File: config.mk
export PLATFORM = sky130hd
export DESIGN_NAME = leader_redirect_validator_flat
export DESIGN_NICKNAME = d
export VERILOG_FILES = /design/src/rtl/lrv_pkg.sv /design/src/rtl/lrv_if.sv /design/src/rtl/lrv_cell.sv /design/src/rtl/lrv_chain.sv /design/src/rtl/leader_redirect_validator.sv /design/src/flat_wrapper.sv
export SDC_FILE = /design/constraint.sdc
export NUM_CORES = 2
export LEC_CHECK = 0
export ABC_AREA = 1
export BUFFER_PORTS_ARGS = -buffer_cell sky130_fd_sc_hd__buf_2
export CORE_MARGIN = 2
export CORE_UTILIZATION = 50
export CTS_CLUSTER_DIAMETER = 60
export DETAILED_ROUTE_END_ITERATION = 7
export HOLD_SLACK_MARGIN = 0.06
export PLACE_DENSITY_LB_ADDON = 0.08
export RECOVER_POWER = 50
export SYNTH_ARGS = -nofsm -noshare
export SYNTH_HDL_FRONTEND = slang
export SYNTH_SLANG_ARGS = --single-unit
File: constraint.sdc
create_clock -name clk -period 16.1 [get_ports clk]
set_input_delay 1.61 -clock clk [delete_from_list [all_inputs] [get_ports clk]]
set_output_delay 1.61 -clock clk [all_outputs]
set_load 0.03 [all_outputs]
File: src/rtl/lrv_pkg.sv
package lrv_pkg;

    localparam int ROUTES = 16;
    localparam int SLOT_W = (ROUTES > 1) ? $clog2(ROUTES) : 1;
    localparam int USED_W = $clog2(ROUTES + 1);

    localparam int ENTRY_IDX_W = 4;
    localparam int COUNT_W     = 17;
    localparam int CFG_IDX_W   = 3;
    localparam int STATUS_W    = 4;

    localparam logic [COUNT_W-1:0] COUNT_MAX = '1;

    // status codes
    localparam logic [STATUS_W-1:0] ST_OK        = 4'd0;
    localparam logic [STATUS_W-1:0] ST_MALFORMED = 4'd1;
    localparam logic [STATUS_W-1:0] ST_OTHER_GRP = 4'd2;
    localparam logic [STATUS_W-1:0] ST_STALE     = 4'd3;
    localparam logic [STATUS_W-1:0] ST_CONFLICT  = 4'd4;
    localparam logic [STATUS_W-1:0] ST_SELF      = 4'd5;
    localparam logic [STATUS_W-1:0] ST_NO_ROUTE  = 4'd6;
    localparam logic [STATUS_W-1:0] ST_LIMIT     = 4'd7;
    localparam logic [STATUS_W-1:0] ST_BAD_ENTRY = 4'd8;

    // configuration register indexes
    localparam logic [CFG_IDX_W-1:0] REG_GROUP_HIGH     = 3'd0;
    localparam logic [CFG_IDX_W-1:0] REG_GROUP_LOW      = 3'd1;
    localparam logic [CFG_IDX_W-1:0] REG_INITIAL_NODE   = 3'd2;
    localparam logic [CFG_IDX_W-1:0] REG_MINIMUM_EPOCH  = 3'd3;
    localparam logic [CFG_IDX_W-1:0] REG_REDIRECT_LIMIT = 3'd4;
    localparam logic [CFG_IDX_W-1:0] REG_ROUTE_COUNT    = 3'd5;

    localparam logic MODE_LOAD  = 1'b0;
    localparam logic MODE_CHECK = 1'b1;

    typedef struct packed {
        logic [63:0] node;
        logic [31:0] addr;
        logic [15:0] port;
    } route_t;

    // search token handed from cell to cell
    typedef struct packed {
        logic              active;
        logic              hit;
        logic [USED_W-1:0] left;
        logic [SLOT_W-1:0] slot;
        logic [31:0]       addr;
        logic [15:0]       port;
    } probe_t;

endpackage

File: src/rtl/lrv_if.sv
interface lrv_req_if;
    import lrv_pkg::*;

    logic                   valid;
    logic                   ready;
    logic                   mode;
    logic [63:0]            group_hi_in;
    logic [63:0]            group_lo_in;
    logic [63:0]            leader_node;
    logic [63:0]            term_in;
    logic [63:0]            epoch_in;
    logic [ENTRY_IDX_W-1:0] entry_index;
    logic [63:0]            entry_node;
    logic [31:0]            entry_address;
    logic [15:0]            entry_port;

    modport source (
        output valid, mode, group_hi_in, group_lo_in, leader_node, term_in,
               epoch_in, entry_index, entry_node, entry_address, entry_port,
        input  ready
    );
    modport sink (
        input  valid, mode, group_hi_in, group_lo_in, leader_node, term_in,
               epoch_in, entry_index, entry_node, entry_address, entry_port,
        output ready
    );
endinterface

interface lrv_rsp_if;
    import lrv_pkg::*;

    logic                   valid;
    logic                   ready;
    logic [STATUS_W-1:0]    status;
    logic [ENTRY_IDX_W-1:0] route_slot;
    logic [31:0]            target_address;
    logic [15:0]            target_port;
    logic [COUNT_W-1:0]     redirect_count;

    modport source (
        output valid, status, route_slot, target_address, target_port, redirect_count,
        input  ready
    );
    modport sink (
        input  valid, status, route_slot, target_address, target_port, redirect_count,
        output ready
    );
endinterface

interface lrv_cfg_if;
    import lrv_pkg::*;

    logic                 valid;
    logic                 ready;
    logic [CFG_IDX_W-1:0] index;
    logic [63:0]          data;

    modport source (output valid, index, data, input ready);
    modport sink (input valid, index, data, output ready);
endinterface

File: src/rtl/lrv_cell.sv
module lrv_cell (
    input  logic            clk,
    input  logic            rst_n,
    input  logic            wr_en,
    input  lrv_pkg::route_t wr_route,
    input  logic [63:0]     leader,
    input  lrv_pkg::probe_t probe_in,
    output lrv_pkg::probe_t probe_out
);
    import lrv_pkg::*;

    route_t entry_reg;
    probe_t probe_reg;
    probe_t probe_next;

    always_comb
    begin
        probe_next = probe_in;
        if (probe_in.left != '0)
        begin
            probe_next.left = probe_in.left - 1'b1;
        end
        // first match wins; a hit freezes the slot and route
        if (probe_in.active && !probe_in.hit && probe_in.left != '0
            && entry_reg.node == leader)
        begin
            probe_next.hit  = 1'b1;
            probe_next.addr = entry_reg.addr;
            probe_next.port = entry_reg.port;
        end
        else if (!probe_in.hit)
        begin
            probe_next.slot = probe_in.slot + 1'b1;
        end
    end

    always_ff @(posedge clk)
    begin
        if (wr_en)
        begin
            entry_reg <= wr_route;
        end
    end

    always_ff @(posedge clk or negedge rst_n)
    begin
        if (!rst_n)
        begin
            probe_reg <= '0;
        end
        else
        begin
            probe_reg <= probe_next;
        end
    end

    assign probe_out = probe_reg;

endmodule

File: src/rtl/lrv_chain.sv
module lrv_chain (
    input  logic                      clk,
    input  logic                      rst_n,
    input  logic                      wr_en,
    input  logic [lrv_pkg::SLOT_W-1:0] wr_slot,
    input  lrv_pkg::route_t           wr_route,
    input  logic [63:0]               leader,
    input  lrv_pkg::probe_t           probe_in,
    output lrv_pkg::probe_t           probe_out
);
    import lrv_pkg::*;

    probe_t link [ROUTES+1];

    assign link[0] = probe_in;

    for (genvar k = 0; k < ROUTES; k++)
    begin : g_cell
        lrv_cell u_cell (
            .clk       (clk),
            .rst_n     (rst_n),
            .wr_en     (wr_en && wr_slot == SLOT_W'(k)),
            .wr_route  (wr_route),
            .leader    (leader),
            .probe_in  (link[k]),
            .probe_out (link[k+1])
        );
    end

    assign probe_out = link[ROUTES];

endmodule

File: src/rtl/leader_redirect_validator.sv
// Channel  Modport  Carries
// req      sink     one item: route load (mode 0) or redirect check (mode 1)
// rsp      source   one result per item: status, slot, route, redirect count
// cfg      sink     register write: index and 64-bit data, always ready
//
// A route load or a check that fails before the table search returns its result
// in the cycle after acceptance. A check that reaches the search walks a token down
// the row of ROUTES route cells, one cell per cycle, through a launch register,
// the cell registers and the result registers. One item is in flight at a time: req
// is ready only when no item is being worked on and no result is waiting on rsp.
// Reset clears the authority and the count, sets the configuration registers to
// defaults; route slots hold what was last loaded and are undefined until written.
module leader_redirect_validator (
    input  logic      clk,
    input  logic      rst_n,
    lrv_req_if.sink   req,
    lrv_rsp_if.source rsp,
    lrv_cfg_if.sink   cfg
);
    import lrv_pkg::*;

    localparam logic [1:0] S_IDLE   = 2'd0;
    localparam logic [1:0] S_SEARCH = 2'd1;
    localparam logic [1:0] S_DONE   = 2'd2;

    logic [1:0] state_reg, state_next;

    logic [63:0]        group_high_reg, group_low_reg, initial_node_reg, min_epoch_reg;
    logic [COUNT_W-1:0] limit_reg;
    logic [4:0]         route_count_reg;

    logic               have_auth_reg, have_auth_next;
    logic [63:0]        last_term_reg, last_term_next;
    logic [63:0]        last_epoch_reg, last_epoch_next;
    logic [63:0]        last_leader_reg, last_leader_next;
    logic [COUNT_W-1:0] count_reg, count_next;
    logic               launch_reg, launch_next;

    logic [63:0] leader_reg, term_reg, epoch_reg;

    logic [STATUS_W-1:0]    status_reg, status_next;
    logic [ENTRY_IDX_W-1:0] slot_reg, slot_next;
    logic [31:0]            addr_reg, addr_next;
    logic [15:0]            port_reg, port_next;

    logic              accept;
    logic              load_bad;
    logic              load_wr;
    logic [63:0]       current;
    logic [STATUS_W-1:0] chk_status;
    logic [USED_W-1:0] used;
    logic              limit_hit;
    probe_t            chain_in, chain_out;
    route_t            wr_route;

    assign accept    = req.valid && req.ready;
    assign req.ready = (state_reg == S_IDLE);
    assign rsp.valid = (state_reg == S_DONE);
    assign cfg.ready = 1'b1;

    assign rsp.status         = status_reg;
    assign rsp.route_slot     = slot_reg;
    assign rsp.target_address = addr_reg;
    assign rsp.target_port    = port_reg;
    assign rsp.redirect_count = count_reg;

    assign load_bad = req.entry_node == '0 || req.entry_address == '0
                      || req.entry_port == '0 || int'(req.entry_index) >= ROUTES;
    assign load_wr  = accept && req.mode == MODE_LOAD && !load_bad;

    assign wr_route.node = req.entry_node;
    assign wr_route.addr = req.entry_address;
    assign wr_route.port = req.entry_port;

    assign current   = have_auth_reg ? last_leader_reg : initial_node_reg;
    assign used      = (int'(route_count_reg) > ROUTES) ? USED_W'(ROUTES)
                                                        : USED_W'(route_count_reg);
    assign limit_hit = count_reg >= limit_reg || count_reg == COUNT_MAX;

    // checks ahead of the table search, in priority order
    always_comb
    begin
        if ((req.group_hi_in == '0 && req.group_lo_in == '0) || req.leader_node == '0
            || req.term_in == '0 || req.epoch_in == '0)
        begin
            chk_status = ST_MALFORMED;
        end
        else if (req.group_hi_in != group_high_reg || req.group_lo_in != group_low_reg)
        begin
            chk_status = ST_OTHER_GRP;
        end
        else if (req.epoch_in < min_epoch_reg
                 || (have_auth_reg && (req.epoch_in < last_epoch_reg
                                       || req.term_in < last_term_reg)))
        begin
            chk_status = ST_STALE;
        end
        else if (have_auth_reg && req.term_in == last_term_reg
                 && req.leader_node != last_leader_reg)
        begin
            chk_status = ST_CONFLICT;
        end
        else if (req.leader_node == current)
        begin
            chk_status = ST_SELF;
        end
        else
        begin
            chk_status = ST_OK;
        end
    end

    always_comb
    begin
        chain_in        = '0;
        chain_in.active = launch_reg;
        chain_in.left   = used;
    end

    lrv_chain u_chain (
        .clk       (clk),
        .rst_n     (rst_n),
        .wr_en     (load_wr),
        .wr_slot   (SLOT_W'(req.entry_index)),
        .wr_route  (wr_route),
        .leader    (leader_reg),
        .probe_in  (chain_in),
        .probe_out (chain_out)
    );

    always_comb
    begin
        state_next       = state_reg;
        have_auth_next   = have_auth_reg;
        last_term_next   = last_term_reg;
        last_epoch_next  = last_epoch_reg;
        last_leader_next = last_leader_reg;
        count_next       = count_reg;
        launch_next      = 1'b0;
        status_next      = status_reg;
        slot_next        = slot_reg;
        addr_next        = addr_reg;
        port_next        = port_reg;

        case (state_reg)
            S_IDLE:
            begin
                if (accept)
                begin
                    slot_next = '0;
                    addr_next = '0;
                    port_next = '0;
                    if (req.mode == MODE_LOAD)
                    begin
                        status_next = load_bad ? ST_BAD_ENTRY : ST_OK;
                        slot_next   = load_bad ? '0 : req.entry_index;
                        state_next  = S_DONE;
                    end
                    else if (chk_status != ST_OK)
                    begin
                        status_next = chk_status;
                        state_next  = S_DONE;
                    end
                    else
                    begin
                        launch_next = 1'b1;
                        state_next  = S_SEARCH;
                    end
                end
            end
            S_SEARCH:
            begin
                if (chain_out.active)
                begin
                    state_next = S_DONE;
                    if (!chain_out.hit)
                    begin
                        status_next = ST_NO_ROUTE;
                    end
                    else if (limit_hit)
                    begin
                        status_next = ST_LIMIT;
                    end
                    else
                    begin
                        status_next      = ST_OK;
                        slot_next        = ENTRY_IDX_W'(chain_out.slot);
                        addr_next        = chain_out.addr;
                        port_next        = chain_out.port;
                        count_next       = count_reg + 1'b1;
                        have_auth_next   = 1'b1;
                        last_term_next   = term_reg;
                        last_epoch_next  = epoch_reg;
                        last_leader_next = leader_reg;
                    end
                end
            end
            S_DONE:
            begin
                if (rsp.ready)
                begin
                    state_next = S_IDLE;
                end
            end
            default:
            begin
                state_next = S_IDLE;
            end
        endcase
    end

    always_ff @(posedge clk or negedge rst_n)
    begin
        if (!rst_n)
        begin
            state_reg        <= S_IDLE;
            launch_reg       <= 1'b0;
            have_auth_reg    <= 1'b0;
            last_term_reg    <= '0;
            last_epoch_reg   <= '0;
            last_leader_reg  <= '0;
            count_reg        <= '0;
            group_high_reg   <= '0;
            group_low_reg    <= '0;
            initial_node_reg <= 64'd1;
            min_epoch_reg    <= 64'd1;
            limit_reg        <= COUNT_W'(1);
            route_count_reg  <= '0;
        end
        else
        begin
            state_reg       <= state_next;
            launch_reg      <= launch_next;
            have_auth_reg   <= have_auth_next;
            last_term_reg   <= last_term_next;
            last_epoch_reg  <= last_epoch_next;
            last_leader_reg <= last_leader_next;
            count_reg       <= count_next;
            if (cfg.valid && cfg.ready)
            begin
                case (cfg.index)
                    REG_GROUP_HIGH:     group_high_reg   <= cfg.data;
                    REG_GROUP_LOW:      group_low_reg    <= cfg.data;
                    REG_INITIAL_NODE:   initial_node_reg <= cfg.data;
                    REG_MINIMUM_EPOCH:  min_epoch_reg    <= cfg.data;
                    REG_REDIRECT_LIMIT: limit_reg        <= cfg.data[COUNT_W-1:0];
                    REG_ROUTE_COUNT:    route_count_reg  <= cfg.data[4:0];
                    default:            ;
                endcase
            end
        end
    end

    always_ff @(posedge clk)
    begin
        status_reg <= status_next;
        slot_reg   <= slot_next;
        addr_reg   <= addr_next;
        port_reg   <= port_next;
        if (accept)
        begin
            leader_reg <= req.leader_node;
            term_reg   <= req.term_in;
            epoch_reg  <= req.epoch_in;
        end
    end

`ifndef SYNTH
    a_no_accept_with_result: assert property (@(posedge clk) disable iff (!rst_n)
        (req.valid && req.ready) |-> !rsp.valid)
        else $error("item accepted while a result is pending");

    a_token_only_in_search: assert property (@(posedge clk) disable iff (!rst_n)
        chain_out.active |-> (state_reg == S_SEARCH))
        else $error("search token left the chain outside a search");

    a_count_steps_by_one: assert property (@(posedge clk) disable iff (!rst_n)
        (count_reg != $past(count_reg)) |-> (count_reg == $past(count_reg) + 1'b1))
        else $error("redirect count moved by other than one");

    a_count_only_on_ok: assert property (@(posedge clk) disable iff (!rst_n)
        (count_reg != $past(count_reg)) |-> (rsp.valid && status_reg == ST_OK))
        else $error("redirect count moved without an accepted redirect");
`endif

endmodule
File: src/flat_wrapper.sv
// flat-port wrapper written by rule: the top's interface ports become plain ports
module leader_redirect_validator_flat import lrv_pkg::*;
  (clk, rst_n, req_valid, req_mode, req_group_hi_in, req_group_lo_in, req_leader_node, req_term_in, req_epoch_in, req_entry_index, req_entry_node, req_entry_address, req_entry_port, req_ready, rsp_valid, rsp_status, rsp_route_slot, rsp_target_address, rsp_target_port, rsp_redirect_count, rsp_ready, cfg_valid, cfg_index, cfg_data, cfg_ready);
  lrv_req_if req_i ();
  lrv_rsp_if rsp_i ();
  lrv_cfg_if cfg_i ();
  input  logic clk;
  input  logic rst_n;
  input wire logic [$bits(req_i.valid)-1:0] req_valid;
  input wire logic [$bits(req_i.mode)-1:0] req_mode;
  input wire logic [$bits(req_i.group_hi_in)-1:0] req_group_hi_in;
  input wire logic [$bits(req_i.group_lo_in)-1:0] req_group_lo_in;
  input wire logic [$bits(req_i.leader_node)-1:0] req_leader_node;
  input wire logic [$bits(req_i.term_in)-1:0] req_term_in;
  input wire logic [$bits(req_i.epoch_in)-1:0] req_epoch_in;
  input wire logic [$bits(req_i.entry_index)-1:0] req_entry_index;
  input wire logic [$bits(req_i.entry_node)-1:0] req_entry_node;
  input wire logic [$bits(req_i.entry_address)-1:0] req_entry_address;
  input wire logic [$bits(req_i.entry_port)-1:0] req_entry_port;
  output wire logic [$bits(req_i.ready)-1:0] req_ready;
  output wire logic [$bits(rsp_i.valid)-1:0] rsp_valid;
  output wire logic [$bits(rsp_i.status)-1:0] rsp_status;
  output wire logic [$bits(rsp_i.route_slot)-1:0] rsp_route_slot;
  output wire logic [$bits(rsp_i.target_address)-1:0] rsp_target_address;
  output wire logic [$bits(rsp_i.target_port)-1:0] rsp_target_port;
  output wire logic [$bits(rsp_i.redirect_count)-1:0] rsp_redirect_count;
  input wire logic [$bits(rsp_i.ready)-1:0] rsp_ready;
  input wire logic [$bits(cfg_i.valid)-1:0] cfg_valid;
  input wire logic [$bits(cfg_i.index)-1:0] cfg_index;
  input wire logic [$bits(cfg_i.data)-1:0] cfg_data;
  output wire logic [$bits(cfg_i.ready)-1:0] cfg_ready;
  assign req_i.valid = req_valid;
  assign req_i.mode = req_mode;
  assign req_i.group_hi_in = req_group_hi_in;
  assign req_i.group_lo_in = req_group_lo_in;
  assign req_i.leader_node = req_leader_node;
  assign req_i.term_in = req_term_in;
  assign req_i.epoch_in = req_epoch_in;
  assign req_i.entry_index = req_entry_index;
  assign req_i.entry_node = req_entry_node;
  assign req_i.entry_address = req_entry_address;
  assign req_i.entry_port = req_entry_port;
  assign req_ready = req_i.ready;
  assign rsp_valid = rsp_i.valid;
  assign rsp_status = rsp_i.status;
  assign rsp_route_slot = rsp_i.route_slot;
  assign rsp_target_address = rsp_i.target_address;
  assign rsp_target_port = rsp_i.target_port;
  assign rsp_redirect_count = rsp_i.redirect_count;
  assign rsp_i.ready = rsp_ready;
  assign cfg_i.valid = cfg_valid;
  assign cfg_i.index = cfg_index;
  assign cfg_i.data = cfg_data;
  assign cfg_ready = cfg_i.ready;
  leader_redirect_validator u_core (.clk(clk), .rst_n(rst_n), .req(req_i), .rsp(rsp_i), .cfg(cfg_i));
endmodule
== After elaboration in Yosys (flattened, before gate mapping) ==
Index checks and enable logic that the tools add are counted.

* Register bits: 3467
* Latch bits: 0
* RAM bits: 0
* Bits in read-only memories: 0
* Input bits: 509
* Output and inout bits: 76
* Word-level logic and storage cells: 505
* Memories kept: 0

* $add $sub $neg: 31
* Multipliers: 0
* Div/mod/pow operators: 0
* $lt $le $gt $ge: 5
* Equality and inequality tests: 50
* Shift operators: 0
* Multiplexer cells: 120
* Bitwise logic cells: 2
* Reductions and logical operators: 134

{| class="wikitable"
|+ Operator list
! operator !! number
|-
| 64-bit == test || 18
|-
| 48-bit 2-to-1 mux || 16
|-
| 64-bit zero test || 6
|-
| 64-bit < comparator || 3
|-
| 64-bit != test || 3
|-
| 4-bit 2-to-1 mux || 45
|-
| 32-bit 2-to-1 mux || 4
|-
| 5-bit 2-to-1 mux || 16
|-
| 5-bit nonzero test || 16
|-
| 5-bit by 1-bit subtractor with 5-bit output, second input constant || 15
|-
| 1-bit logical AND || 70
|-
| 16-bit 2-to-1 mux || 4
|-
| 64-bit 2-to-1 mux || 1
|-
| 32-bit case mux with 2 select lines || 1
|-
| 4-bit by 1-bit adder with 4-bit output, second input constant || 14
|-
| 4-bit == test, second input constant || 8
|-
| 32-bit zero test || 1
|-
| 16-bit case mux with 2 select lines || 1
|-
| 1-bit 2-to-1 mux || 21
|-
| 17-bit by 1-bit adder with 17-bit output, second input constant || 1
|-
| 17-bit == test, second input constant || 1
|-
| 17-bit greater-or-equal comparator || 1
|-
| 4-bit by 3-bit == test with 1-bit output, second input constant || 4
|-
| 1-bit zero test || 16
|-
| 28 further kinds || 56
|}

== Logic depth before layout (Yosys ltp) ==
* Depth after elaboration: 12
* Gate-level depth with buffers: 21
* Depth with buffers taken out: 21

== Cells and area by module ==
A second synthesis with hierarchy kept.

* Cell total of the unflattened synthesis: 17753
* Area total of the unflattened synthesis: 159878.3 sq um

{| class="wikitable"
|+ By module, submodules not included
! module !! instances !! cells each !! area an instance (sq um) !! sequential area each (sq um)
|-
| lrv_cell (u_core.u_chain.g_cell[11].u_cell ...) || 13 || 848 || 7687.4 || 4839.6
|-
| leader_redirect_validator || 1 || 4164 || 36771.5 || 19737.7
|-
| lrv_cell (u_core.u_chain.g_cell[0].u_cell ...) || 2 || 849 || 7691.1 || 4839.6
|-
| lrv_cell (u_core.u_chain.g_cell[9].u_cell) || 1 || 835 || 7662.3 || 4839.6
|-
| lrv_chain || 1 || 32 || 126.4 || 0.0
|}

== Worst setup path before layout ==
No wires, ideal clock.

* Path type: input to register
* Start point: input port req_valid
* End point: register u_core.u_chain.g_cell[0].u_cell.entry_reg[0] (netlist name), enable pin
* Setup time: 0.585 ns
* Arrival time: 15.572 ns
* Data required time: 15.515 ns
* Path slack: -0.056 ns
* Stages: 6
* Path buffers: 0
* Cell sequence: inv_1 nor2_1 inv_1 nor3_1 nand3_1 nor2_1

* Word-level cells in the longest chain between the ends: 4

{| class="wikitable"
|+ RTL lines
! item !! line !! source
|-
| from (decl) || flat_wrapper.sv:9 || <nowiki>input wire logic [$bits(req_i.valid)-1:0] req_valid;</nowiki>
|-
| 1-bit logical AND || leader_redirect_validator.sv:56 || <nowiki>assign accept = req.valid && req.ready;</nowiki>
|-
| net u_core.accept || leader_redirect_validator.sv:46 || <nowiki>logic accept;</nowiki>
|-
| 1-bit logical AND (2 in series) || leader_redirect_validator.sv:69 || <nowiki>assign load_wr = accept && req.mode == MODE_LOAD && !load_bad;</nowiki>
|-
| 1-bit logical AND || lrv_chain.sv:22 || <nowiki>.wr_en (wr_en && wr_slot == SLOT_W'(k)),</nowiki>
|-
| net u_core.u_chain.g_cell[0].u_cell.wr_en || lrv_cell.sv:4 || <nowiki>input logic wr_en,</nowiki>
|-
| to (signal assigned) || lrv_cell.sv:41 || <nowiki>entry_reg <= wr_route;</nowiki>
|-
| to (decl) || lrv_cell.sv:12 || <nowiki>route_t entry_reg;</nowiki>
|}

The timed path passes the listed nets, and every way through them passes these cells.
A chain may end at the register's enable or synchronous reset.

==> qor.yml <==
clock_tree:
  cts_buffers: 372
  cts.sinks: 3464
  clk_path_buf_depth: 4
  holdBufCountCts: 0
  h-tree-depth: 5
  worstSkewPairLatency_ns: 0.97
  cts_setup_buffers: 0
  cts-root-buf: "clkbuf_16"
  cts_resized: 0
  clk_pin_slew_ns: 0.06
  cts_tree: "done"
cells_and_area:
  layoutNonFillerInstCount: 17040
  layout.nets: 13680
  final_layout_size_suffix_gt1_share_pct: 8.838
  n_fill_cell: 23580
  layout-area-overhead-vs-synth_pct: 13.59
  largest_reg_flops: 1792
flow_run:
  maxCapViolCount: 13
logic_synthesis:
  synth_top_family_by_area: "simple AND/OR/NAND/NOR gates"
  synth.top_cell.area_share_pct: 43.37
  synth_compound_area_share_pct: 4.021
  synth_xor_area_share_pct: 5.227
  synth_seq_area_share_pct: 68.59
  yosys_warnings: 0
  syn_inst: 12230
  ys.flop_type: "edfxtp_1"
  synth_area_leaders: "edfxtp_1 43%, dfrtp_1 25%, nand2_1 8.2%"
  synth_area_leader_cell: "edfxtp_1"
  async_reset_ff_share_pct: 41.11
  synth_adder_area_share_pct: 2.126
  synth-edff-count: 2040
  syn_avg_cell_area_sq_um: 11.55
  netlist_area_sq_um: 141300
  synth_mux_area_share_pct: 0.5235
  synth_simple_gate_area_share_pct: 14.88
  ys_seq_elements: 3464
  synth_fp_nets: 12980
  synth_cell_types: 63
floorplanning:
  die_h_um: 535.5
  die-area_sq_um: 286800
  die_w_um: 535.5
  start_util_pct: 50.17
  ios: 585
  rows: 195
  coreArea_sq_um: 281600
global_routing:
  antenna_found_initial: 108
  track_usage_pct: 32.65
  overflow: 0
  grt_pass1_vias: 89620
  grt_max_degree: 138
  grt_pass1_wl_mm: 661.6
worst_setup_path:
  path_class: "in -> async"
  start_kind: "primary input"
  crit_arrival_ns: 10.58
  cp.required_ns: 17.07
  setup.worst_path.start: "rst_n"
  reg2reg_depth: 5
  cp-end-kind: "asynchronous set/reset pin"
  critPathMaxFanout: 112
  worstReg2RegEnd: "u_core.epoch_reg[6]"
  crit_path_end: "u_core.u_chain.g_cell[4].u_cell.probe_out[28]"
  r2r_slack_ns: 7.08
  timing.rr.start: "u_core.state_reg[0]"
hold_path:
  hp-class: "reg -> reg"
  hold_start: "u_core.u_chain.g_cell[14].u_cell.probe_out[58]"
timing:
  fmax_ghz: 0.1041
  slew_headroom_pct: -500.1
  hold_viol: 0
  period_share_pct: 59.68
  holdWs_ns: 0.3670
  setup_viol: 0
  skew_ns: 0.07352
  tightest_slew_ns: 9.002
  setup_tns_ns: 0
  fin_ws_ns: 6.492
  slew_viol_final: 1101
  rsz0062_at_grt: "no"
  period_minus_slack_ns: 9.608
power:
  ir_drop_mv: 0.1186
  power.density_nw_per_um2: 125.7
  p_leak_uw: 0.06725
placement:
  port_buffers: 583
  dp_hpwl_mm: 318.5
  place_congestion: 1.039
  dpl.cell_count: 16300
  place_ws_ns: 8.768
detailed_routing:
  wl_mm: 471.2
  wl_per_cell_um: 27.64
  antenna_left: 0
  drc: 0
  vias_per_cell: 5.483
  num_vias: 93450
  first_iter_violations: 10100
  first_pass_iters: 6
outcome:
  outcome: "finished, violations left"
  violations: "capacitance limit, slew limit"
-- layer usage --
layer	track usage, %	part of all wire (%)
met1	46.85	43
met2	49.88	45
met3	5.671	8.0
met4	12.55	4.4
met5	0	0.053
-- cells in the mapped netlist (all sizes together) (198+ instances only) --
master / count
nor4: 205
edfxtp: 2040
o21ai: 819
ha: 240
buf: 239
nand4: 216
xor2: 443
dfrtp: 1421
xnor2: 400
nor2: 917
nand3: 198
inv: 1142
nand2: 3077
-- through the flow --
stage / util (%) / area, sq um / power [uW]
2_1_floorplan: - / 141300 / 10940
3_3_place_gp: 52.71 / 148400 / 11620
5_1_grt: 56.96 / 160400 / 20840
3_5_place_dp: 52.71 / 148400 / 11670
4_1_cts: 57.14 / 160900 / 20280
6_report: 56.99 / 160500 / 20160
-- cell type report --
| cell class | count | area (sq um) | area share [%] |
|---|---|---|---|
| timing repair buffer | 757 | 3829 | 2.386 |
| tap | 3743 | 4683 | 2.919 |
| clock inverter | 151 | 1725 | 1.075 |
| multi-input combinational | 7194 | 38140 | 23.77 |
| sequential | 3464 | 96900 | 60.39 |
| antenna | 52 | 130.1 | 0.08110 |
| clock buffer | 538 | 10740 | 6.694 |
| inverter | 1145 | 4309 | 2.686 |
-- worst max-delay path, cell delays in order --
cell	delay (ns)
clkbuf_1	4.35
clkbuf_1	1.73
buf_4	0.94
buf_4	0.77
buf_4	0.76
-- how the worst min path moves through the flow --
stage	to	slack, ns	depth (start not counted)
after detailed placement	u_core.u_chain.g_cell[14].u_cell.probe_out[58]	0.36	0
after global placement	u_core.u_chain.g_cell[15].u_cell.probe_out[58]	0.36	0
after floorplan	u_core.u_chain.g_cell[0].u_cell.probe_out[58]	0.35	0
final	u_core.u_chain.g_cell[15].u_cell.probe_out[58]	0.37	0
after CTS	u_core.u_chain.g_cell[15].u_cell.probe_out[58]	0.37	0
after global routing	u_core.u_chain.g_cell[14].u_cell.probe_out[58]	0.38	0
-- layout by cell type (no fill, tap or decap), types with 18 or more instances in the layout --
cell type,Yosys,final
nand4_1,216,216
o21ai_1,52,52
clkbuf_8,0,51
or2_2,100,100
dfrtp_1,1421,1420
o21ai_0,767,767
nand3_1,195,188
clkinv_2,0,51
nor4_1,205,201
buf_4,49,155
clkbuf_16,0,386
edfxtp_1,2040,2040
buf_2,147,220
nor4b_1,21,18
o22ai_1,34,34
nand2_1,3077,3074
a21oi_1,130,130
inv_1,1110,1106
nor3_1,152,152
clkbuf_1,184,475
nand3b_1,42,42
xnor2_1,400,400
inv_2,32,28
diode_2,0,52
xor2_1,443,443
bufinv_16,0,26
clkinv_1,3,37
nor3b_1,48,48
nor2_4,0,19
o2111ai_1,18,18
nor2_1,916,898
mux2_4,47,47
ha_1,240,240
-- cells by family (layout without fill, tap and decap cells) --
group / count (synthesis) / after routing
AOI/OAI and AO/OA: 1070 / 1070
xor gates and xnor gates: 843 / 843
adders and majority gates: 240 / 240
buffers and inverters: 1569 / 2591
DFF: 3464 / 3464
muxes: 50 / 50
other: 1 / 53
and+or+nand+nor: 4990 / 4990
-- report_power, final --
part	internal (uW)	switching (uW)	leakage (uW)
Sequential	9750	193	0.0377
Combinational	483	1090	0.0235
Clock	5080	3580	0.00607
No activity file was read; power rests on OpenSTA's default activity.
